### config.mk
export PLATFORM = sky130hd
export DESIGN_NAME = qtpu_track
export DESIGN_NICKNAME = d
export VERILOG_FILES = /design/src/hw/rtl/qtpu_pkg.sv /design/src/hw/rtl/qtpu_track.sv
export SDC_FILE = /design/constraint.sdc
export NUM_CORES = 1
export LEC_CHECK = 0
export CORE_UTILIZATION = 40
export DETAILED_ROUTE_END_ITERATION = 8
export DONT_BUFFER_PORTS = 1
export HOLD_SLACK_MARGIN = 0.02
export PLACE_DENSITY = 0.54
export SLEW_MARGIN = 15
export SYNTH_ARGS = -nofsm -noshare
export SYNTH_HDL_FRONTEND = slang
export SYNTH_SLANG_ARGS = --single-unit
### constraint.sdc
create_clock -name clk -period 4.66 [get_ports clk]
set_input_delay 0.932 -clock clk [delete_from_list [all_inputs] [get_ports clk]]
set_output_delay 0.932 -clock clk [all_outputs]
set_load 0.1 [all_outputs]
### src/hw/rtl/qtpu_pkg.sv
// ----------------------------------------------------------------------------
// qtpu_pkg: shared types and constants of the probability update unit
// Holds the transaction structs, the function codes and the fixed-point
// constants used by the lanes, the tracker and the top level.
// ----------------------------------------------------------------------------
`default_nettype none

package qtpu_pkg;

	localparam int PROB_W  = 17;
	localparam int THETA_W = 12;
	localparam int BITS_W  = 32;
	localparam int FIT_W   = 32;
	localparam int GEN_W   = 16;

	localparam logic [PROB_W-1:0]   PROB_HALF = 17'd32768;
	localparam logic [PROB_W-1:0]   PROB_ONE  = 17'd65536;
	localparam logic [THETA_W-1:0]  ROT_RESET = 12'd26;
	localparam logic signed [FIT_W-1:0] FIT_MAX = 32'sh7FFF_FFFF;

	typedef enum logic [1:0] {
		FUNC_SAMPLE = 2'd0,
		FUNC_EVAL   = 2'd1,
		FUNC_END_GEN = 2'd2,
		FUNC_NOP    = 2'd3
	} func_t;

	typedef struct packed {
		func_t                    func;
		logic [4:0]               item_index;
		logic [15:0]              random_fraction;
		logic [BITS_W-1:0]        candidate_bits;
		logic signed [FIT_W-1:0]  candidate_fitness;
	} req_t;

	typedef struct packed {
		logic                     sample_bit;
		logic [BITS_W-1:0]        best_bits;
		logic signed [FIT_W-1:0]  best_score;
		logic [GEN_W-1:0]         best_round;
		logic                     improved;
	} rsp_t;

	typedef struct packed {
		logic [BITS_W-1:0]        best_bits_nxt;
		logic signed [FIT_W-1:0]  best_score_nxt;
		logic [GEN_W-1:0]         best_round_nxt;
		logic                     improved;
		logic [BITS_W-1:0]        best_bits;
		logic [BITS_W-1:0]        worst_bits;
	} track_t;

endpackage

`default_nettype wire

### src/hw/rtl/qtpu_track.sv
// ----------------------------------------------------------------------------
// qtpu_track: best and worst candidate tracker
// Compares each evaluated candidate against the global best and the worst
// of the current generation, and counts generations.
// ----------------------------------------------------------------------------
`default_nettype none

module qtpu_track (
	input  wire logic                               clk,
	input  wire logic                               arst_n,
	input  wire logic                               fire,
	input  wire qtpu_pkg::req_t                     req,
	output qtpu_pkg::track_t                        trk
);

	logic [qtpu_pkg::BITS_W-1:0]        best_bits_q;
	logic signed [qtpu_pkg::FIT_W-1:0]  best_fit_q;
	logic [qtpu_pkg::BITS_W-1:0]        worst_bits_q;
	logic signed [qtpu_pkg::FIT_W-1:0]  worst_fit_q;
	logic [qtpu_pkg::GEN_W-1:0]         gen_q;
	logic [qtpu_pkg::GEN_W-1:0]         best_gen_q;

	logic eval_en;
	logic end_en;
	logic better;
	logic worse;
	logic fit_neg;

	assign eval_en = fire && (req.func == qtpu_pkg::FUNC_EVAL);
	assign end_en  = fire && (req.func == qtpu_pkg::FUNC_END_GEN);
	assign better  = req.candidate_fitness > best_fit_q;
	assign worse   = req.candidate_fitness < worst_fit_q;
	assign fit_neg = req.candidate_fitness[qtpu_pkg::FIT_W-1];

	always_comb begin
		trk.best_bits_nxt  = best_bits_q;
		trk.best_score_nxt = best_fit_q;
		trk.best_round_nxt = best_gen_q;
		trk.improved       = 1'b0;
		if (eval_en && better) begin
			trk.best_bits_nxt  = fit_neg ? '0 : req.candidate_bits;
			trk.best_score_nxt = fit_neg ? '0 : req.candidate_fitness;
			trk.best_round_nxt = gen_q;
			trk.improved       = 1'b1;
		end
		trk.best_bits  = best_bits_q;
		trk.worst_bits = worst_bits_q;
	end

	always_ff @(posedge clk or negedge arst_n) begin
		if (!arst_n) begin
			best_bits_q  <= '0;
			best_fit_q   <= '0;
			worst_bits_q <= '0;
			worst_fit_q  <= qtpu_pkg::FIT_MAX;
			gen_q        <= '0;
			best_gen_q   <= '0;
		end else begin
			if (eval_en) begin
				best_bits_q <= trk.best_bits_nxt;
				best_fit_q  <= trk.best_score_nxt;
				best_gen_q  <= trk.best_round_nxt;
				if (worse) begin
					worst_bits_q <= req.candidate_bits;
					worst_fit_q  <= req.candidate_fitness;
				end
			end
			if (end_en) begin
				worst_fit_q <= qtpu_pkg::FIT_MAX;
				gen_q       <= gen_q + 1'b1;
			end
		end
	end

	// The best fitness starts at zero and only rises, so it is never negative.
	a_best_nonneg: assert property (@(posedge clk) disable iff (!arst_n)
		!best_fit_q[qtpu_pkg::FIT_W-1])
		else $error("best fitness went negative");

	a_end_gen_worst: assert property (@(posedge clk) disable iff (!arst_n)
		end_en |=> (worst_fit_q == qtpu_pkg::FIT_MAX))
		else $error("worst fitness not restored at end of generation");

	a_end_gen_count: assert property (@(posedge clk) disable iff (!arst_n)
		end_en |=> (gen_q == $past(gen_q) + 1'b1))
		else $error("generation counter did not advance");

endmodule

`default_nettype wire

### Word level (Yosys, flattened, before mapping)

Cells that the tools add are included.

| cells by class | value |
|---|---|
| add/sub/neg operators | 1 |
| order comparisons | 2 |
| equality and inequality tests | 2 |
| mux-type cells | 6 |
| reductions and logical operators | 7 |

Operators by type and width:

| kind | count |
|---|---|
| 2-to-1 mux 32 bit | 4 |
| 2-to-1 mux 81 bit | 1 |
| > comparator 32 bit | 1 |
| less-than comparator 32 bit | 1 |
| 2-to-1 mux 31 bit | 1 |
| adder 16 x 1 -> 16 bit, second input constant | 1 |
| AND reduction 2 bit | 2 |
| nonzero test 2 bit | 2 |
| logical AND 1 bit | 3 |
| equality test 2 x 1 -> 1 bit, second input constant | 1 |
| equality test 2 bit, second input constant | 1 |

| storage, ports and cells | value |
|---|---|
| register bits after elaboration | 160 |
| input bits | 90 |
| output and inout port bits | 145 |
| word-level logic and storage cells | 24 |

### Depth between registers and ports, before layout

Gate-level depths: netlist (run 1).

| depth | value |
|---|---|
| depth in word-level cells | 4 |
| mapped depth | 12 |
| gate-level depth less buffers | 9 |

### Least setup slack after synthesis (run 1)

No wires, ideal clock.

| timing | value |
|---|---|
| path type | input-to-output |
| from | input req[31] (netlist name) |
| to | output trk[113] (netlist name) |
| arrival | 4.123 ns |
| required time | 3.728 ns |
| setup slack | -0.395 ns |
| cell stages on the path | 10 |
| buffers on the path | 2 |
| path through | ha_1 -> nand2_1 -> nor4_4 -> nand4b_1 -> nor2b_1 -> o211a_1 -> clkbuf_1 -> clkbuf_1 -> a22oi_1 -> a21oi_1 |

RTL lines:

| item | line | RTL |
|---|---|---|
| start: declaration | qtpu_track.sv:12 | `input wire qtpu_pkg::req_t req,` |
| end: declaration | qtpu_track.sv:13 | `output qtpu_pkg::track_t trk` |

==> flow_summary.yaml, run 1 <==
outcome:
  status: "finished clean"
timing:
  skew_ns: 0.01823
  setup-tns-final_ns: 0
  finalHoldViolations: 0
  setup_slack_ns: 0.2238
  slew_headroom_pct: 34.27
  report.final.slew_viol_count: 0
  min_period_over_period_pct: 95.20
  worstMarginPinSlew_ns: 0.9859
  finalSetupViolations: 0
  holdWs_ns: 0.1878
  rsz0062_at_grt: "false"
  fmax_mhz: 225.4
  fin_crit_ns: 4.436
global_routing:
  grt_first_pass_wirelength_mm: 38.88
  grt-ovfl-total: 0
  antenna_found_initial: 0
  met1_usage_pct: 27.14
  grt_use_met2_pct: 33.44
  grt_start_max_net_pins: 161
  global_route.usage.total_pct: 20.67
  first_global_vias: 7163
  gr-max-usage-layer: "met2"
  use_met3_pct: 6.080
clocking:
  clockBufferDepth: 2
  ctsHoldBuffers: 0
  insertion_delay_ns: 0.44
  cts-root-buf: "clkbuf_16"
  clock-sinks: 160
  cts_tree: "built"
  post_cts_buffers: 0
  cts_resized: 0
  numCtsBuffers: 17
  htreeDepth: 4
  clk_pin_slew_ns: 0.08
synthesis:
  synthArstFlopShare_pct: 100.0
  synth_common_cells: "a21oi_1, dfrtp_1, nor2_1"
  synth_area_leaders: "dfrtp_1, dfstp_2, ha_1, a21oi_1, a221oi_1"
  synth_seq_area_share_pct: 43.38
  synth-warning-count: 0
  synth-main-ff-cell: "dfrtp_1"
  synth_edf_count: 0
  synth.most_common_cell: "a21oi_1"
  synth_nets: 1066
  syn_area_um2: 9319
  yosysTopAreaCell: "dfrtp_1"
  syn_avg_cell_area_um2: 10.22
  synth_seq_cells: 160
  yosysUniqueCellTypes: 48
  synthDominantCellAreaShare_pct: 34.64
  syn_inst: 912
routing:
  drcViolationCount: 0
  totalWireLength_mm: 24.18
  post_drt_wl_per_cell_um: 19.31
  drt_iter0_drc: 434
  first_pass_iters: 5
  vias: 7252
  routed_via_density: 5.792
  antenna_left: 0
floorplan:
  die_area_um2: 23910
  coreArea_um2: 22710
  die_w_um: 154.6
  fp.dieH_um: 154.6
  std_cell_rows: 55
  initial_core_util_pct: 41.04
  io_pins: 235
placement:
  gp_congestion: 0.7589
  portBuffers: 0
  hpwl_mm: 16.29
  pre_cts_slack_ns: 0.2246
  place_inst: 1220
final_layout:
  syn_to_final_growth_pct: 26.49
  drive_above_1_share_pct: 25.96
  seqCellArea_um2: 4043
  antennaDiodeCount: 0
  fillers: 2026
  final_cell_count_no_fill: 1252
  layout.nets: 1108
  multi_input_area_um2: 5002
min_path:
  hp-class: "primary input to async pin"
job:
  cap_violations: 0
critical_path:
  start_kind: "primary input"
  end_kind: "output port"
  critical_path_peak_fanout: 23
  worst_ep_arrival_time_ns: 3.50
  path_class: "primary input to output port"
  worstPathRequired_ns: 3.73
flip-flops by register name (all words and copies together), names as in the netlist:
signal,count
best_bits_q,32
best_fit_q,32
worst_bits_q,32
worst_fit_q,32
best_gen_q,16
gen_q,16
per-stage QoR:
stage               util, %  area (µm²)
floorplan                 -        9555
global placement      49.31       11200
detailed placement    49.31       11200
CTS                   51.91       11790
global route          51.91       11790
finish                51.91       11790
per-layer routing:
metal	wire, µm	up-vias
met5	0	-
met4	226	0
met1	10730	3584
li1	-	3476
met2	11550	178
met3	1669	14
kinds of logic (layout without fill, tap and decap cells):
group	count (synthesis)	count (layout)	share of synthesized area (%)
AOI/OAI and AO/OA	304	304	21.35
xor gates and xnor gates	15	15	1.410
adders and majority gates	64	64	8.593
buffers and inverters	134	189	5.894
DFF	160	160	43.38
muxes	98	98	12.54
and+or+nand+nor	137	137	6.834
layout by cell type, fill, tap and decap left out, types with 4 or more instances in the layout:
cell / netlist / routed
a221oi_1: 65 / 65
nand4_1: 13 / 13
nand3_1: 8 / 8
mux2i_1: 32 / 32
a21oi_2: 0 / 63
nand2_1: 20 / 19
dfstp_2: 31 / 31
a22oi_1: 63 / 63
inv_1: 68 / 68
a21o_1: 4 / 4
o21ai_0: 5 / 5
clkbuf_16: 0 / 17
a211oi_1: 4 / 4
nor2_1: 71 / 70
buf_4: 0 / 18
a21oi_1: 146 / 83
buf_12: 0 / 70
nor3_1: 6 / 5
mux2_4: 28 / 28
mux2_1: 37 / 37
xnor2_1: 11 / 11
clkinv_4: 0 / 4
dfrtp_1: 129 / 129
xor2_1: 4 / 4
ha_1: 64 / 64
worst max-delay path, cell delays in order:
cell and delay, ns:
ha_1 0.37, nand2_1 0.14, nor4_4 0.40, nand4b_1 0.13, nor2b_1 0.22, and3_2 0.38, buf_12 0.22, a221oi_1 0.38
a21oi_2 0.13, buf_12 0.20
final cells by class:
| class | count | area share (%) |
|---|---|---|
| Inverter | 69 | 2.197 |
| Clock buffer | 19 | 3.758 |
| Multi-Input combinational cell | 618 | 42.44 |
| Clock inverter | 13 | 1.253 |
| Tap cell | 285 | 3.025 |
| Sequential cell | 160 | 34.30 |
| Timing Repair Buffer | 88 | 13.03 |
path summary, 6_finish.rpt:
| path | start | end | slack [ns] | cells after the start |
|---|---|---|---|---|
| worst max-delay path | req[31] | trk[111] | 0.22 | 10 |
| min in group clk | best_gen_q[2] | best_gen_q[2] | 0.50 | 1 |
| worst min register to register | best_gen_q[2] | best_gen_q[2] | 0.50 | 1 |
| worst min-delay path | arst_n | best_fit_q[6] | 0.19 | 0 |
| worst max register to register | best_fit_q[9] | best_gen_q[0] | 1.52 | 10 |
| max in group asynchronous | arst_n | worst_fit_q[29] | 4.09 | 0 |
Power of run 1 is left out: the tool's default activity adds up to more than one toggle a clock period on the data nets, which glitch-free logic cannot reach.
==> run 2: changes to the inputs <==
Settings changed: ABC_AREA from default to 1.
==> run 2 against run 1 <==
Hold slack improved by 0.0072 ns. Via count rose by 0.65%. Largest cell class unchanged. Area after synthesis fell by 4.3%. Critical path type unchanged. Sequential cell count did not move. Highest routed layer unchanged.
==> flow_summary.yaml, run 2 <==
placement:
  place_inst: 1496
  portBuffers: 0
  gp_congestion: 0.8044
  hpwl_mm: 15.59
critical_path:
  reg2reg_slack_ns: 1.85
  end_kind: "output port"
  cpPeakStageDelay_ns: 0.34
  worst_ep_arrival_time_ns: 3.22
  path_class: "primary input to output port"
  crit_top_cell: "nand2_1"
  path_cells: "ha_1 -> a21oi_1 -> o21ai_0 -> a21oi_1 -> o21a_1 -> nand2_1 -> nand2_1 -> nand3_4 -> inv_4 -> buf_4 -> nand2_1 -> nand2_1 -> buf_12"
  start_kind: "primary input"
  cp_slowest_cell: "inv_4"
  critical_path_peak_fanout: 66
  worstPathRequired_ns: 3.73
routing:
  first_pass_iters: 4
  vias: 7299
  antenna_left: 0
  drcViolationCount: 0
  drt_iter0_drc: 310
  totalWireLength_mm: 22.12
  post_drt_wl_per_cell_um: 14.48
  routed_via_density: 4.777
synthesis:
  synth_edf_count: 0
  synth_area_leaders: "dfrtp_1, nand2_1, dfstp_2, ha_1, inv_1"
  yosysTopAreaCell: "dfrtp_1"
  synth.most_common_cell: "nand2_1"
  syn_inst: 1170
  synth_nets: 1324
  synth_seq_area_share_pct: 45.34
  syn_area_um2: 8916
  synth_seq_cells: 160
  synthArstFlopShare_pct: 100.0
  synth-main-ff-cell: "dfrtp_1"
  synth-warning-count: 0
  synth_common_cells: "nand2_1, inv_1, dfrtp_1"
  synthDominantCellAreaShare_pct: 36.21
  yosysUniqueCellTypes: 31
  syn_avg_cell_area_um2: 7.621
final_layout:
  layout.nets: 1389
  antennaDiodeCount: 0
  syn_to_final_growth_pct: 27.06
  final_cell_count_no_fill: 1528
  drive_above_1_share_pct: 15.63
  final_cell_mix: "nand2_1, inv_1, dfrtp_1"
  final_common_cell: "nand2_1"
clocking:
  cts-root-buf: "clkbuf_16"
  numCtsBuffers: 17
  cts_resized: 0
  clk_pin_slew_ns: 0.07
  post_cts_buffers: 0
  clock-sinks: 160
  htreeDepth: 4
  clockBufferDepth: 2
  ctsHoldBuffers: 0
  insertion_delay_ns: 0.43
  cts_tree: "built"
timing:
  min_period_over_period_pct: 89.16
  finalHoldViolations: 0
  report.final.slew_viol_count: 0
  rsz0062_at_grt: "false"
  worstMarginPinSlew_ns: 0.9684
  finalSetupViolations: 0
  fmax_mhz: 240.7
  fin_crit_ns: 4.155
  slew_headroom_pct: 35.44
  skew_ns: 0.01698
global_routing:
  grt-ovfl-total: 0
  antenna_found_initial: 0
  grt_start_max_net_pins: 161
  global_route.usage.total_pct: 20.11
  grt_first_pass_wirelength_mm: 35.75
  first_global_vias: 6914
outcome:
  status: "finished clean"
floorplan:
  coreArea_um2: 21820
  initial_core_util_pct: 40.86
  std_cell_rows: 54
  die_area_um2: 22890
  fp.dieH_um: 151.3
  io_pins: 235
  die_w_um: 151.3
job:
  cap_violations: 0
min_path:
  hp-class: "primary input to async pin"
## run 2: changes by cell type in the layout (fill, tap and decap cells not counted), moves of 37 or more
cell / previous run / this run
nand2_1: 19 / 473
inv_1: 68 / 145
a21oi_2: 63 / 0
nand3_1: 8 / 55
a21oi_1: 83 / 34
a221oi_1: 65 / 0
a22oi_1: 63 / 0
mux2_1: 37 / 0
## run 2: layout make-up
type	count	area, µm²
fillers	2053	10500
multi-input cells	816	4106
flip-flops and latches	160	4043
repair buffers	91	1684
inverters	149	561.8
clock buffers	18	439.2
well taps	280	350.3
clock inverters	14	143.9
## run 2: critical path: cells and delay by family
kind | cells | cell delay, ns
AND/OR/NAND/NOR | 5 | 0.46
AO/OA/AOI/OAI | 4 | 0.71
adder cells (fa/ha/maj) | 1 | 0.32
buffers and inverters | 3 | 0.77
## run 2: metrics by stage
stage,hold WS [ns],TNS (ns),utilization [%],worst slack (ns),instance area [µm²]
2_1_floorplan,0.4416,-2.138,-,-0.5344,8916
3_3_place_gp,0.4563,0,49.24,0.4387,10750
3_5_place_dp,0.4585,0,49.24,0.4445,10750
4_1_cts,0.1826,0,51.91,0.4465,11330
5_1_grt,0.1740,0,51.91,0.3028,11330
6_report,0.1951,0,51.91,0.5050,11330
## run 2: layer usage
layer / share of wire (%) / track usage (%) / routed length (µm) / up-vias
met5: 0 / 0 / 0 / -
met4: 1.8 / 6.700 / 390 / 0
met3: 6.5 / 5.602 / 1449 / 24
met2: 47 / 31.62 / 10490 / 180
met1: 44 / 26.53 / 9791 / 3350
li1: - / - / - / 3745
## run 2: cells by family after synthesis
group	after synthesis	share of synthesized area (%)
and+or+nand+nor	649	29.75
adders and majority gates	64	8.981
AOI/OAI and AO/OA	88	5.487
xor gates and xnor gates	15	1.474
buffers and inverters	194	8.967
DFF	160	45.34
## run 2: path summary, 6_finish.rpt
kind	startpoint	end	cells after the start
worst max-delay path	req[31]	trk[107]	13
min in group clk	worst_fit_q[23]	worst_fit_q[23]	2
worst min register to register	worst_fit_q[23]	worst_fit_q[23]	2
worst max register to register	worst_fit_q[5]	worst_bits_q[28]	15
max in group asynchronous	arst_n	worst_fit_q[29]	0
worst min-delay path	arst_n	best_fit_q[18]	0
Power of run 2 is left out for the same reason.
==> run 3: changes to the inputs <==
Settings changed: CAP_MARGIN from default to 20, CELL_PAD_IN_SITES_DETAIL_PLACEMENT from default to 0, CELL_PAD_IN_SITES_GLOBAL_PLACEMENT from default to 1, PLACE_DENSITY 0.54 to 0.71.
==> run 3 against run 2 <==
Die area stayed put. Routed wire length is 1.5% higher. Hold slack worse by 0.0024 ns. Register-to-register slack worse by 0.11 ns. Via count is 0.48% lower. First-iteration DRC count is 17% lower. Global-route usage hardly changed. Count of clock-buffer cells in the layout stayed put. Highest routed layer unchanged.
==> flow_summary.yaml, run 3 (same netlist as run 2, synthesis figures left out) <==
global_routing:
  grt_start_max_net_pins: 161
  grt-ovfl-total: 0
  antenna_found_initial: 0
  grt_first_pass_wirelength_mm: 35.73
  global_route.usage.total_pct: 20.12
  first_global_vias: 6964
floorplan:
  coreArea_um2: 21820
  std_cell_rows: 54
  fp.dieH_um: 151.3
  io_pins: 235
  initial_core_util_pct: 40.86
  die_w_um: 151.3
  die_area_um2: 22890
clocking:
  ctsHoldBuffers: 0
  numCtsBuffers: 17
  htreeDepth: 4
  insertion_delay_ns: 0.43
  cts_resized: 0
  clockBufferDepth: 2
  post_cts_buffers: 0
  clk_pin_slew_ns: 0.08
  cts_tree: "built"
  clock-sinks: 160
  cts-root-buf: "clkbuf_16"
routing:
  post_drt_wl_per_cell_um: 14.69
  drcViolationCount: 0
  vias: 7264
  drt_iter0_drc: 257
  first_pass_iters: 6
  routed_via_density: 4.754
  antenna_left: 0
  totalWireLength_mm: 22.45
critical_path:
  worstPathRequired_ns: 3.73
  reg2reg_slack_ns: 1.74
  start_kind: "primary input"
  r2r_start: "worst_fit_q[19]"
  r2r_cells: 13
  critical_path_peak_fanout: 66
  end_kind: "output port"
  worst_ep_arrival_time_ns: 3.24
  path_class: "primary input to output port"
  worstReg2RegEnd: "worst_bits_q[10]"
final_layout:
  finalInstanceArea_um2: 11260
  final_common_cell: "nand2_1"
  layout.nets: 1389
  antennaDiodeCount: 0
  finish.utilization_pct: 51.62
  final_cell_mix: "nand2_1, inv_1, dfrtp_1"
  fillers: 2136
  drive_above_1_share_pct: 15.54
  syn_to_final_growth_pct: 26.34
timing:
  fin_crit_ns: 4.174
  rsz0062_at_grt: "false"
  finalSetupViolations: 0
  setup-tns-final_ns: 0
  report.final.slew_viol_count: 0
  skew_ns: 0.01371
  slew_headroom_pct: 34.20
  fmax_mhz: 239.6
  finalHoldViolations: 0
  min_period_over_period_pct: 89.58
  holdWs_ns: 0.1927
  worstMarginPinSlew_ns: 0.9870
placement:
  gp_congestion: 0.7821
  hpwl_mm: 15.46
  portBuffers: 0
  dpl_cell_area_um2: 10600
outcome:
  status: "finished clean"
job:
  cap_violations: 0
min_path:
  hp-class: "primary input to async pin"
-- run 3: critical path, cell delays in order --
cell     delay, ns
ha_1          0.34
nand2_1       0.09
nor2_1        0.16
nand2_1       0.12
nor3_2        0.21
nand2_1       0.11
nand3_1       0.14
nand3_4       0.12
inv_4         0.35
buf_4         0.27
nand2_1       0.09
nand2_1       0.12
buf_12        0.18
-- run 3: cell type report --
class                      count  area [µm²]  share of cell area, %
tap                          280       350.3                  3.110
inverter                     149       561.8                  4.987
sequential                   160        4043                  35.89
clock buffer                  18       429.2                  3.810
multi-input combinational    816        4106                  36.45
timing repair buffer          91        1534                  13.62
clock inverter                14       240.2                  2.133
-- run 3: per-stage QoR --
step	instances	setup WS, ns
6_report	1528	0.4858
5_1_grt	1528	0.1905
4_1_cts	1528	0.4030
3_5_place_dp	1496	0.4013
3_3_place_gp	1496	0.4189
2_1_floorplan	1170	-0.5344
-- run 3: worst max-delay path by stage --
stage             from        to  cells past startpoint
2_1_floorplan  req[31]   trk[65]                     10
3_3_place_gp   req[31]   trk[83]                     13
3_5_place_dp   req[31]   trk[83]                     13
4_1_cts        req[31]   trk[83]                     13
5_1_grt        req[31]  trk[142]                     13
6_report       req[31]   trk[83]                     13
-- run 3: routing by layer --
layer	global-route usage [%]	part of all wire, %
met1	25.96	45
met5	0	0
met2	32.28	47
met4	5.500	1.4
met3	6.386	6.6
Power of run 3 is left out for the same reason.
