===== config.mk =====
export PLATFORM = sky130hd
export DESIGN_NAME = qtpu_lane
export DESIGN_NICKNAME = d
export VERILOG_FILES = /design/src/hw/rtl/qtpu_pkg.sv /design/src/hw/rtl/qtpu_lane.sv
export SDC_FILE = /design/constraint.sdc
export NUM_CORES = 1
export LEC_CHECK = 0
export ABC_AREA = 1
export BUFFER_PORTS_ARGS = -buffer_cell sky130_fd_sc_hd__buf_4
export CAP_MARGIN = 5
export CORE_MARGIN = 3
export CORE_UTILIZATION = 66
export DETAILED_ROUTE_END_ITERATION = 7
export GPL_TIMING_DRIVEN = 1
export PLACE_DENSITY_LB_ADDON = 0.12
export SLEW_MARGIN = 5
export SYNTH_ARGS = -nofsm -noshare
export SYNTH_HDL_FRONTEND = slang
export SYNTH_SLANG_ARGS = --single-unit

===== constraint.sdc =====
create_clock -name clk -period 6.89 [get_ports clk]
set_clock_uncertainty 0.1 [all_clocks]
set_input_delay 1.378 -clock clk [delete_from_list [all_inputs] [get_ports clk]]
set_output_delay 1.378 -clock clk [all_outputs]
set_load 0.02 [all_outputs]

===== src/hw/rtl/qtpu_pkg.sv =====
// ----------------------------------------------------------------------------
// qtpu_pkg: shared types and constants of the probability update unit
// Holds the transaction structs, the function codes and the fixed-point
// constants used by the lanes, the tracker and the top level.
// ----------------------------------------------------------------------------
`default_nettype none

package qtpu_pkg;

	localparam int PROB_W  = 17;
	localparam int THETA_W = 12;
	localparam int BITS_W  = 32;
	localparam int FIT_W   = 32;
	localparam int GEN_W   = 16;

	localparam logic [PROB_W-1:0]   PROB_HALF = 17'd32768;
	localparam logic [PROB_W-1:0]   PROB_ONE  = 17'd65536;
	localparam logic [THETA_W-1:0]  ROT_RESET = 12'd26;
	localparam logic signed [FIT_W-1:0] FIT_MAX = 32'sh7FFF_FFFF;

	typedef enum logic [1:0] {
		FUNC_SAMPLE = 2'd0,
		FUNC_EVAL   = 2'd1,
		FUNC_END_GEN = 2'd2,
		FUNC_NOP    = 2'd3
	} func_t;

	typedef struct packed {
		func_t                    func;
		logic [4:0]               item_index;
		logic [15:0]              random_fraction;
		logic [BITS_W-1:0]        candidate_bits;
		logic signed [FIT_W-1:0]  candidate_fitness;
	} req_t;

	typedef struct packed {
		logic                     sample_bit;
		logic [BITS_W-1:0]        best_bits;
		logic signed [FIT_W-1:0]  best_score;
		logic [GEN_W-1:0]         best_round;
		logic                     improved;
	} rsp_t;

	typedef struct packed {
		logic [BITS_W-1:0]        best_bits_nxt;
		logic signed [FIT_W-1:0]  best_score_nxt;
		logic [GEN_W-1:0]         best_round_nxt;
		logic                     improved;
		logic [BITS_W-1:0]        best_bits;
		logic [BITS_W-1:0]        worst_bits;
	} track_t;

endpackage

`default_nettype wire


===== src/hw/rtl/qtpu_lane.sv =====
// ----------------------------------------------------------------------------
// qtpu_lane: one probability entry with its rotation update
// Holds a Q1.16 probability and applies the not-gate rotation toward the
// best bit and away from the worst bit, saturating at zero and one.
// ----------------------------------------------------------------------------
`default_nettype none

module qtpu_lane (
	input  wire logic                                clk,
	input  wire logic                                arst_n,
	input  wire logic                                upd_en,
	input  wire logic [qtpu_pkg::THETA_W-1:0]        theta,
	input  wire logic                                best_bit,
	input  wire logic                                worst_bit,
	output logic [qtpu_pkg::PROB_W-1:0]              prob
);

	logic [qtpu_pkg::PROB_W-1:0] prob_q;
	logic [qtpu_pkg::PROB_W-1:0] mirr;
	logic [qtpu_pkg::PROB_W-1:0] sum;
	logic [qtpu_pkg::PROB_W-1:0] prob_nxt;
	logic [qtpu_pkg::PROB_W-1:0] theta_x;

	assign theta_x = qtpu_pkg::PROB_W'(theta);

	always_comb begin
		mirr     = prob_q;
		sum      = prob_q;
		prob_nxt = prob_q;
		case ({best_bit, worst_bit})
			2'b01: begin
				mirr = (prob_q > qtpu_pkg::PROB_HALF) ? qtpu_pkg::PROB_ONE - prob_q : prob_q;
				prob_nxt = (mirr > theta_x) ? mirr - theta_x : '0;
			end
			2'b10: begin
				mirr = (prob_q < qtpu_pkg::PROB_HALF) ? qtpu_pkg::PROB_ONE - prob_q : prob_q;
				sum = mirr + theta_x;
				prob_nxt = (sum > qtpu_pkg::PROB_ONE) ? qtpu_pkg::PROB_ONE : sum;
			end
			default: begin
				prob_nxt = prob_q;
			end
		endcase
	end

	always_ff @(posedge clk or negedge arst_n) begin
		if (!arst_n) begin
			prob_q <= qtpu_pkg::PROB_HALF;
		end else if (upd_en) begin
			prob_q <= prob_nxt;
		end
	end

	assign prob = prob_q;

endmodule

`default_nettype wire


Word-level counts from Yosys, hierarchy flattened
Index checks and enable logic that the tools add are counted.

word-level totals
  register bits = 17
  input bits = 17
  output and inout port bits = 17
  word-level logic and storage cells = 17

operators by class
  add/sub/neg operators = 3
  order comparisons = 4
  eq/ne operators = 2
  muxes and demuxes = 5
  reduce and logical (&&, ||, !) cells = 2

operators by type and width
  kind                                                              number
  2-to-1 mux 17 bit                                                 4
  one-hot mux 17 bit (2 select lines)                               1
  adder 17 x 12 -> 17 bit                                           1
  greater-than comparator 17 x 12 -> 1 bit                          1
  greater-than comparator 17 x 16 -> 1 bit (second input constant)  1
  greater-than comparator 17 bit (second input constant)            1
  less-than comparator 17 x 16 -> 1 bit (second input constant)     1
  subtractor 17 x 12 -> 17 bit                                      1
  subtractor 17 bit (first input constant)                          1
  == test 2 x 1 -> 1 bit (second input constant)                    1
  == test 2 bit (second input constant)                             1
  AND reduction 2 bit                                               1
  nonzero test 2 bit                                                1

Depth between registers and ports, before layout
Gate-level depths: netlist of the first run.

  depth in word-level cells = 6
  depth in mapped cells = 26
  mapped depth without buffers = 24

Worst setup path after synthesis of the first run
No wires, ideal clock.

  path kind = register to register
  start = register prob_q (netlist bit prob[0])
  end = register prob_q (netlist bit prob[7])
  setup time = 73 ps
  arrival time = 3408 ps
  path slack = 3309 ps
  cell stages (with the launch flop) = 24
  buffers on the path = 2
  period minus slack after synthesis = 3581 ps
  path through = dfrtp_1 > inv_1 > ha_1 > nand2_2 > nor2_4 > nand4_2 > nand2_2 > clkbuf_1 > o21ai_0 > ha_1 > nand2_1 > or2_2 > nand3_1 > nand2_1 > o21ai_0 > nand3_1 > nand2_1 > nand2_1 > nand2_4 > buf_8 > nand3b_2 > nand2_1 > inv_1 > a21oi_2

between the ends
  cells in the longest elaborated chain, start to end = 6
  elaborated cells on any way between the ends = 12
  classes of those cells = add/sub: 3; order compare: 4; mux: 5

RTL lines
  element                                                                     line                              text
  from (decl)                                                                 qtpu_lane.sv:18                   logic [qtpu_pkg::PROB_W-1:0] prob_q;
  from (signal assigned)                                                      qtpu_lane.sv:48                   prob_q <= qtpu_pkg::PROB_HALF;
  from (signal assigned)                                                      qtpu_lane.sv:50                   prob_q <= prob_nxt;
  subtractor 17 bit or less-than comparator 17 x 16 -> 1 bit (tied branches)  qtpu_lane.sv:32, qtpu_lane.sv:36
  2-to-1 mux 17 bit                                                           qtpu_lane.sv:36                   mirr = (prob_q < qtpu_pkg::PROB_HALF) ? qtpu_pkg::PROB_ONE - prob_q : prob_q;
  adder 17 x 12 -> 17 bit                                                     qtpu_lane.sv:37                   sum = mirr + theta_x;
  greater-than comparator 17 bit                                              qtpu_lane.sv:38                   prob_nxt = (sum > qtpu_pkg::PROB_ONE) ? qtpu_pkg::PROB_ONE : sum;
  2-to-1 mux 17 bit                                                           qtpu_lane.sv:38
  one-hot mux 17 bit (2 select lines) *                                       qtpu_lane.sv:30                   case ({best_bit, worst_bit})

Mark *: on every way between the ends. The rest lies on a longest branch, timed or not.
A chain may end at the register's enable or synchronous reset.

Final worst setup path of the first run
  start = input theta[0] in the netlist's numbering
  end = register prob_q (netlist bit prob[15])

between the ends
  cells in the longest elaborated chain, start to end = 4
  elaborated cells on any way between the ends = 7
  classes of those cells = add/sub: 2; order compare: 2; mux: 3

RTL lines
  element                                line             text
  from (decl)                            qtpu_lane.sv:12  input wire logic [qtpu_pkg::THETA_W-1:0] theta,
  adder 17 x 12 -> 17 bit                qtpu_lane.sv:37
  greater-than comparator 17 bit         qtpu_lane.sv:38
  2-to-1 mux 17 bit                      qtpu_lane.sv:38
  one-hot mux 17 bit (2 select lines) *  qtpu_lane.sv:30

Marks and branches as above.

==> flow_summary_export.csv, run 1 <==
group,metric,value,unit
detailed_routing,dr.first_iter.drc_count,419,
worst_setup_path,reg2reg_from,"prob[0]",
synth,synth_commonest_cells,"nand2_1, inv_1, nor2_1, nand3_1, o21ai_0",
timing,maxSlewHeadroom,22.70,%
grt,busiest_layer,"met2",
die,die_w,78.73,µm
worst_setup_path,crit_path_start_kind,"input port",
timing,setup_violations,0,
cts,postCtsSetupRepairBufs,0,
job,drv_cap,0,
timing,max_freq,237.4,MHz
cts,cts_root_buf,"clkbuf_8",
synth,syn_area,3491,µm²
timing,period_minus_slack,4213,ps
cells_and_area,antenna_cells,0,
synth,yosysMostFrequentCell,"nand2_1",
detailed_routing,post_drt_wl_per_cell,16.10,µm
worst_setup_path,cp_common_cell,"nand2_1",
synth,synth-edff-count,0,
cells_and_area,drive_above_1_share,19.40,%
worst_hold_path,hold_start,"prob[9]",
cts,clock_latency,260,ps
die,num_rows,25,
worst_hold_path,hold_path_class,"flip-flop to flip-flop",
placement,dp.cells,666,
cells_and_area,finalNonFillerCells,670,
detailed_routing,wirelength,10790,µm
timing,setup_tns,0,ps
cts,hold_buffers,0,
cts,cts_num_sinks,17,
grt,grt_pass1_vias,3689,
worst_setup_path,slowest_stage,"fa_1",
synth,synth.area.top_cells,"nand2_1, dfrtp_1, ha_1",
grt,grt_use_met3,6.576,%
synth,ys_seq_area_share,12.22,%
worst_setup_path,critPathArrivalTime,4310,ps
cts,clkSlewWorstSetupHoldPaths,70,ps
placement,hpwl,8731,µm
cts,clockBufferDepth,2,
cts,cts_buffers,3,
placement,place.gp.congestion,1.080,
synth,synth_nets,623,
die,ios,34,
die,die_h,78.73,µm
timing,final_max_slew_viol_count,0,
grt,grt_pass1_wl,17310,µm
synth,synthArstFlopShare,100.0,%
timing,worstMarginPinSlew,1158,ps
detailed_routing,first_pass_iters,5,
cells_and_area,num-nets-final,649,
synth,postSynthCellCount,578,
placement,io_buffers,33,
synth,syn_area_per_cell,6.040,µm²
die,coreArea,4911,µm²
placement,place_ws,2539,ps
worst_setup_path,worstPathMaxFanout,12,
grt,grt_overflow_total,0,
worst_setup_path,worst-path-buf-inv,4,
worst_setup_path,end_kind,"flip-flop",
synth,synth_cell_types,42,
detailed_routing,dr_total_vias,3959,
detailed_routing,avgViaCountPerCell,5.909,
worst_setup_path,path_cells,"buf_4 > ha_1 > inv_1 > fa_1 > inv_1 > nand3_1 > nand2_1 > nand3_1 > nand3_1 > inv_1 > nand2_1 > nand2_1 > nor3_2 > nand4_2 > nand2_2 > nand2_1 > a21oi_1",
synth,synth_top_area_share,17.20,%
worst_setup_path,slowest_delay,420,ps
die,initial_utilization,71.08,%
timing,fin_ws,2677,ps
worst_setup_path,crit_start,"theta[0]",
grt,grt_use_met1,47.14,%
die,floorplan.die_area,6198,µm²
grt,use_met2,55.69,%
worst_setup_path,cp_top_family,"simple AND/OR/NAND/NOR gates",
cts,htreeDepth,1,
worst_setup_path,crit_type,"input port to flip-flop",
synth,synth_seq_cells,17,
cts,cts_tree,"yes",
synth,synth_warnings,0,
timing,hold_violations,0,
timing,fin_crit_sh,61.15,%
detailed_routing,drc,0,
cells_and_area,area_growth,8.674,%
detailed_routing,ant_nets,0,
grt,grt_max_degree,31,
worst_setup_path,crit_required,6980,ps
synth,synth_top_flop_cell,"dfrtp_1",
cts,cts_resized,0,
grt,antenna_found_initial,0,
cells_and_area,largest_register_ffs,17,
status,outcome,"complete, no violations",
grt,grtUsageTotal,35.27,%
synth,synth_top_area_cell,"nand2_1",
timing,grt_setup_unrepaired,"false",
[cell type report]
type | instances | area (µm²)
multi-input combinational | 467 | 2681
fill | 400 | 1117
sequential | 17 | 426.7
inverter | 82 | 309.0
timing repair buffer | 33 | 247.7
tap | 67 | 83.83
clock buffer | 4 | 45.04
[through the flow]
stage / cell area (µm²) / hold slack (ps) / utilization (%)
after floorplan: 3491 / 492.2 / -
after global placement: 3749 / 459.2 / 76.33
after detailed placement: 3749 / 470.3 / 76.33
after CTS: 3794 / 486.9 / 77.25
after global routing: 3794 / 518.1 / 77.25
final: 3794 / 484.8 / 77.25
[logic make-up (layout without fill, tap and decap cells)]
group	Yosys count	count (layout)	synth area share, %
fa+ha+maj	28	28	10.47
simple gates	338	338	46.92
flops	17	17	12.22
xor+xnor	22	22	5.735
compound gates	79	79	13.62
buf+inv	94	119	11.04
[layer usage]
metal	share of wire (%)	vias to the layer above
li1	-	1909
met3	11	47
met1	42	1779
met5	0	-
met2	44	224
met4	3.9	0
[path summary, 6_finish.rpt]
kind / endpoint / slack (ps) / cells past startpoint
max: prob[15] / 2680 / 17
max in group asynchronous: prob[15] / 5550 / 1
max reg2reg: prob[6] / 2730 / 24
min: prob[9] / 480 / 2
min in group asynchronous: prob[12] / 880 / 1
min reg2reg: prob[9] / 480 / 2
[layout by cell type, fill, tap and decap left out, types with 2 or more instances in the layout]
master	Yosys	layout
nand3b_1	7	7
nand3_1	42	42
nand3_2	8	8
o21bai_1	4	4
dfrtp_1	16	16
buf_4	0	33
nand2_4	3	3
nor2_1	61	60
nand2_1	160	160
nor3_4	2	2
o21ai_0	32	32
fa_1	2	2
clkbuf_8	0	3
nand3b_2	3	3
nor2_4	3	3
or2_2	2	2
a21oi_1	22	22
inv_2	7	7
o21ai_1	4	4
xor2_1	15	15
ha_1	26	26
nor2_2	7	8
nand4_1	9	9
xnor2_1	6	6
a21oi_2	12	12
nand4_2	3	3
nor3_2	2	2
inv_1	74	74
nand2_2	23	23
[worst register-to-register path, stage by stage, from the launching register on]
cell and delay [ps]:
dfrtp_1 480, inv_1 170, ha_1 240, nand2_2 110, nor2_4 180, nand4_2 120, nand2_2 240, inv_2 180
nand2_1 90, o21ai_0 90, ha_1 370, nand2_1 70, o21ai_0 270, nand2_1 110, nand3_1 160, nand2_1 90
o21ai_0 90, nand3_1 120, nand2_1 100, nand2_1 80, nand2_4 200, nand3b_1 140, nand2_1 100, inv_1 80
a21oi_2 130
Power of run 1 is not shown: default switching activity piles up to over one toggle a cycle in this logic, so the estimate is an artifact.
==> inputs of run 2 (changes only) <==
Settings changed: CORE_UTILIZATION 66 to 56.
Clock period 6.89 ns to 3.7 ns, I/O delays scaled along.
==> run 2 against run 1 <==
Worst setup slack got worse by 2500 ps. Core utilization fell by 7.3 points. Final cell count rose by 5.8%. Critical path depth rose by 2. Global-route usage fell by 5.3 points. Wire length rose by 2.7%. Non-clock buffer count rose by 29. Die area rose by 16%. First-iteration DRC count fell by 4.8%. Via count fell by 0.28%. Worst hold slack got worse by 250 ps. Cell area rose by 10%. Largest cell class unchanged. Highest routed layer unchanged.
==> flow_summary_export.csv, run 2 (same netlist as run 1, synthesis figures left out) <==
group,metric,value,unit
cells_and_area,register_area,430.4,µm²
worst_setup_path,worstPathMaxFanout,7,
worst_setup_path,ff2ff_setup_slack,140,ps
timing,fin_ws,142.8,ps
cells_and_area,multiInputGateArea,2829,µm²
die,floorplan.die_area,7217,µm²
worst_setup_path,r2r_end,"prob[6]",
cts,clock_latency,260,ps
cells_and_area,area_growth,19.96,%
die,die_w,84.96,µm
grt,grt_pass1_vias,3596,
worst_setup_path,slowest_delay,490,ps
grt,grtUsageTotal,29.99,%
grt,grt_use_met3,1.845,%
grt,busiest_layer,"met2",
placement,hpwl,8860,µm
cells_and_area,final_common_cell,"nand2_1",
worst_setup_path,end_kind,"flip-flop",
grt,grt_use_met1,44.44,%
detailed_routing,avgViaCountPerCell,5.568,
timing,setup_violations,0,
worst_hold_path,hold_path_class,"input port to asynchronous set/reset pin",
detailed_routing,ant_nets,0,
worst_setup_path,reg2reg_depth,19,
cts,cts_tree,"yes",
grt,grt_overflow_total,0,
placement,place_ws,-14.67,ps
job,drv_cap,0,
worst_setup_path,crit_path_start_kind,"flip-flop",
placement,place.gp.congestion,0.9643,
timing,period_minus_slack,3557,ps
worst_setup_path,reg2reg_from,"prob[4]",
timing,worstMarginPinSlew,831.3,ps
timing,final_max_slew_viol_count,0,
cells_and_area,design_area,4188,µm²
worst_setup_path,path_cells,"nor2_2 > nand2_2 > nor3_4 > nand3_1 > xor2_1 > nand2_1 > o21ai_2 > ha_1 > inv_2 > o21bai_1 > a21oi_1 > nand3_2 > nand3_1 > nand2_1 > nor3_4 > nand4_4 > nand2_4 > nand2_2 > a21oi_2",
placement,io_buffers,33,
timing,max_freq,281.1,MHz
cells_and_area,num-nets-final,680,
grt,antenna_found_initial,0,
status,outcome,"complete, no violations",
timing,hold_violations,0,
worst_setup_path,crit_type,"flip-flop to flip-flop",
die,die_h,84.96,µm
cts,htreeDepth,1,
die,coreArea,5991,µm²
cells_and_area,antenna_cells,0,
cells_and_area,final_cell_mix,"nand2_1, inv_1, buf_4",
timing,fin_crit_sh,96.14,%
worst_setup_path,critPathArrivalTime,3640,ps
detailed_routing,dr_total_vias,3948,
cts,cts_num_sinks,17,
cts,clkSlewWorstSetupHoldPaths,80,ps
cts,hold_buffers,0,
grt,grt_max_degree,23,
timing,setup_tns,0,ps
placement,post_dp_cell_area,3894,µm²
grt,use_met2,48.45,%
worst_setup_path,crit_start,"prob[4]",
die,num_rows,28,
detailed_routing,dr.first_iter.drc_count,399,
die,initial_utilization,58.27,%
worst_setup_path,endpoint,"prob[6]",
grt,grt_pass1_wl,17460,µm
worst_setup_path,slowest_stage,"dfrtp_1",
worst_setup_path,crit_required,3780,ps
detailed_routing,wirelength,11080,µm
timing,maxSlewHeadroom,44.52,%
die,ios,34,
detailed_routing,first_pass_iters,5,
cells_and_area,largest_register_ffs,17,
cells_and_area,drive_above_1_share,26.81,%
cts,clockBufferDepth,2,
detailed_routing,drc,0,
cts,cts_buffers,3,
detailed_routing,post_drt_wl_per_cell,15.63,µm
cells_and_area,nFillCells,551,
cts,cts_root_buf,"clkbuf_8",
-- run 2: worst min path at each step --
stage                       start        to  cells past startpoint
after detailed placement  prob[9]   prob[9]                      2
after floorplan            arst_n   prob[0]                      0
after CTS                  arst_n  prob[13]                      1
after global placement    prob[9]   prob[9]                      2
final                      arst_n  prob[13]                      1
after global routing       arst_n  prob[14]                      1
-- run 2: what timing repair did --
item / 4_1_cts / 5_1_grt
setup buffers: 0 / 11
setup endpoints to repair: 12 / 17
endpoints found under the hold margin: 0 / 0
pin swaps: 0 / 18
gates cloned: 0 / 2
gates resized for setup: 1 / 34
-- run 2: worst max-delay path, delay by kind of cell (launching register included) --
family                   cells  cell delay (ps)
adder cells (fa/ha/maj)      1              340
AND/OR/NAND/NOR             12             1840
XOR/XNOR                     1              190
AO/OA/AOI/OAI                4              430
flip-flops                   1              490
buffers and inverters        1               90
-- run 2: final cells by class --
cell class | instances | area share, %
Timing Repair Buffer | 62 | 11.41
Sequential cell | 17 | 10.28
Clock inverter | 1 | 0.1195
Tap cell | 75 | 2.241
Clock buffer | 3 | 0.9860
Multi-Input combinational cell | 469 | 67.55
Inverter | 82 | 7.410
-- run 2: layer usage --
metal,vias to the layer above,routed length [µm]
met4,0,229
li1,1969,-
met2,161,5135
met3,22,558
met1,1796,5156
met5,-,0
-- run 2: through the flow --
step | utilization [%] | instances | hold slack [ps]
2_1_floorplan | - | 578 | 344.4
3_3_place_gp | 65.00 | 692 | 489.5
3_5_place_dp | 65.00 | 692 | 505.2
4_1_cts | 65.85 | 696 | 245.0
5_1_grt | 69.90 | 709 | 252.7
6_report | 69.90 | 709 | 237.7
Power of run 2 is left out for the same reason.
==> inputs of run 3 (changes only) <==
--- a/config.mk
+++ b/config.mk
@@ -13,4 +13,6 @@
 export DETAILED_ROUTE_END_ITERATION = 7
 export GPL_TIMING_DRIVEN = 1
+export HOLD_SLACK_MARGIN = 0.08
+export MAX_ROUTING_LAYER = met4
 export PLACE_DENSITY_LB_ADDON = 0.12
 export SLEW_MARGIN = 5
==> constraint.sdc (replaced) <==
create_clock -name clk -period 3.7 [get_ports clk]
set_clock_uncertainty 0.1 [all_clocks]
set_input_delay 0.37 -clock clk [delete_from_list [all_inputs] [get_ports clk]]
set_output_delay 0.37 -clock clk [all_outputs]
set_load 0.02 [all_outputs]
==> run 3 against run 2 <==
Via count rose by 0.10%. Worst hold slack improved by 170 ps. Non-clock buffer count rose by 6. Flip-flop and latch count did not move. Count of clock-buffer cells in the layout rose by 1. First-iteration DRC count rose by 8.3%. Maximum frequency rose by 1.8%.
==> flow_summary_export.csv, run 3 (same netlist as run 1, synthesis figures left out) <==
group,metric,value,unit
detailed_routing,drc,0,
worst_setup_path,worstPathMaxFanout,10,
worst_setup_path,cp_common_cell,"nand2_1",
cells_and_area,final_common_cell,"nand2_1",
timing,fin_crit_sh,94.43,%
cells_and_area,largest_register_ffs,17,
cts,clockBufferDepth,2,
die,die_h,84.96,µm
timing,setup_violations,0,
placement,place.gp.congestion,0.9807,
timing,period_minus_slack,3494,ps
worst_setup_path,end_kind,"flip-flop",
timing,final_max_slew_viol_count,0,
cts,clock_latency,270,ps
placement,place_ws,4.181,ps
worst_setup_path,slowest_stage,"dfstp_2",
die,floorplan.die_area,7217,µm²
placement,io_buffers,33,
timing,maxSlewHeadroom,58.75,%
timing,hold_violations,0,
grt,antenna_found_initial,0,
cts,cts_num_sinks,17,
cells_and_area,fin_util,70.59,%
worst_setup_path,crit_path_start_kind,"flip-flop",
timing,setup_tns,0,ps
cts,clkSlewWorstSetupHoldPaths,80,ps
die,initial_utilization,58.27,%
detailed_routing,post_drt_wl_per_cell,15.87,µm
worst_setup_path,reg2reg_depth,21,
timing,worstMarginPinSlew,618.0,ps
cells_and_area,final_cell_mix,"nand2_1, inv_1, buf_4",
placement,hpwl,9037,µm
die,ios,34,
worst_setup_path,crit_start,"prob[15]",
status,outcome,"complete, no violations",
worst_setup_path,crit_type,"flip-flop to flip-flop",
cells_and_area,area_growth,21.15,%
detailed_routing,dr_total_vias,3952,
grt,grt_pass1_vias,3588,
worst_setup_path,ff2ff_setup_slack,210,ps
worst_setup_path,slowest_delay,590,ps
timing,max_freq,286.2,MHz
timing,fin_ws,206.1,ps
cells_and_area,num-nets-final,685,
cts,cts_tree,"yes",
cts,cts_buffers,3,
die,num_rows,28,
grt,grt_max_degree,18,
grt,grtUsageTotal,30.93,%
cells_and_area,drive_above_1_share,27.70,%
cts,htreeDepth,1,
detailed_routing,ant_nets,0,
worst_setup_path,crit_required,3800,ps
grt,grt_overflow_total,0,
worst_setup_path,reg2reg_from,"prob[15]",
worst_setup_path,path_cells,"inv_2 > nor3_2 > nand4_4 > nand2_4 > buf_4 > o21ai_0 > ha_1 > nand2_1 > or2_2 > nand3_2 > nand2_1 > o21ai_0 > nand3_1 > nand2_1 > nand2_1 > nand2_4 > buf_12 > nand3b_2 > nand2_1 > inv_1 > a21oi_2",
cells_and_area,antenna_cells,0,
detailed_routing,wirelength,11330,µm
die,coreArea,5991,µm²
worst_setup_path,r2r_end,"prob[10]",
detailed_routing,avgViaCountPerCell,5.535,
worst_hold_path,hold_path_class,"input port to asynchronous set/reset pin",
worst_setup_path,critPathArrivalTime,3590,ps
cts,cts_root_buf,"clkbuf_8",
detailed_routing,dr.first_iter.drc_count,432,
detailed_routing,first_pass_iters,5,
worst_setup_path,endpoint,"prob[10]",
die,die_w,84.96,µm
grt,grt_pass1_wl,17360,µm
job,drv_cap,0,
-- run 3: cell count changes in the layout (fill, tap and decap cells not counted), moves of 3 or more --
cell / delta
a21oi_2: -3
buf_4: +5
dfrtp_1: -4
dfrtp_2: +4
-- run 3: critical path, delay by kind of cell (launching register included) --
family,cells,cell delay (ps)
and+or+nand+nor,13,1610
DFF,1,590
buffers and inverters,4,430
adders and majority gates,1,380
AOI/OAI and AO/OA,3,300
-- run 3: area by class of cell --
cell class / count / area, µm²
Multi-Input combinational cell: 468 / 2820
Sequential cell: 17 / 435.4
Fill cell: 534 / 1762
Clock buffer: 4 / 45.04
Timing Repair Buffer: 68 / 525.5
Tap cell: 75 / 93.84
Inverter: 82 / 309.0
-- run 3: timing repair --
action	CTS	global route
endpoints found under the setup margin	4	17
buffers inserted	0	18
resized for setup	1	40
endpoints found under the hold margin	16	0
pin swaps	0	15
cloned	0	1
hold buffers	1	0
-- run 3: layer usage --
layer  vias to the layer above  routed length [µm]  global-route usage, %
met5                         -                   0                      -
met4                         0                 301                  7.482
met3                        30                 838                  3.204
met2                       185                5158                  48.16
met1                      1761                5032                  43.08
li1                       1976                   -                      -
-- run 3: worst min-delay path by stage --
stage	startpoint	end	slack [ps]	depth (start not counted)
after floorplan	arst_n	prob[0]	-30	0
after global placement	arst_n	prob[16]	150	1
after detailed placement	arst_n	prob[16]	160	1
after CTS	arst_n	prob[8]	420	2
after global routing	arst_n	prob[16]	440	2
final	arst_n	prob[16]	410	2
-- run 3: metrics by stage --
step	hold WS, ps	area (µm²)	cells
2_1_floorplan	-25.59	3491	578
3_3_place_gp	154.4	3879	690
3_5_place_dp	155.7	3879	690
4_1_cts	422.9	3939	695
5_1_grt	440.9	4229	714
6_report	405.8	4229	714
Power of run 3 is left out for the same reason.
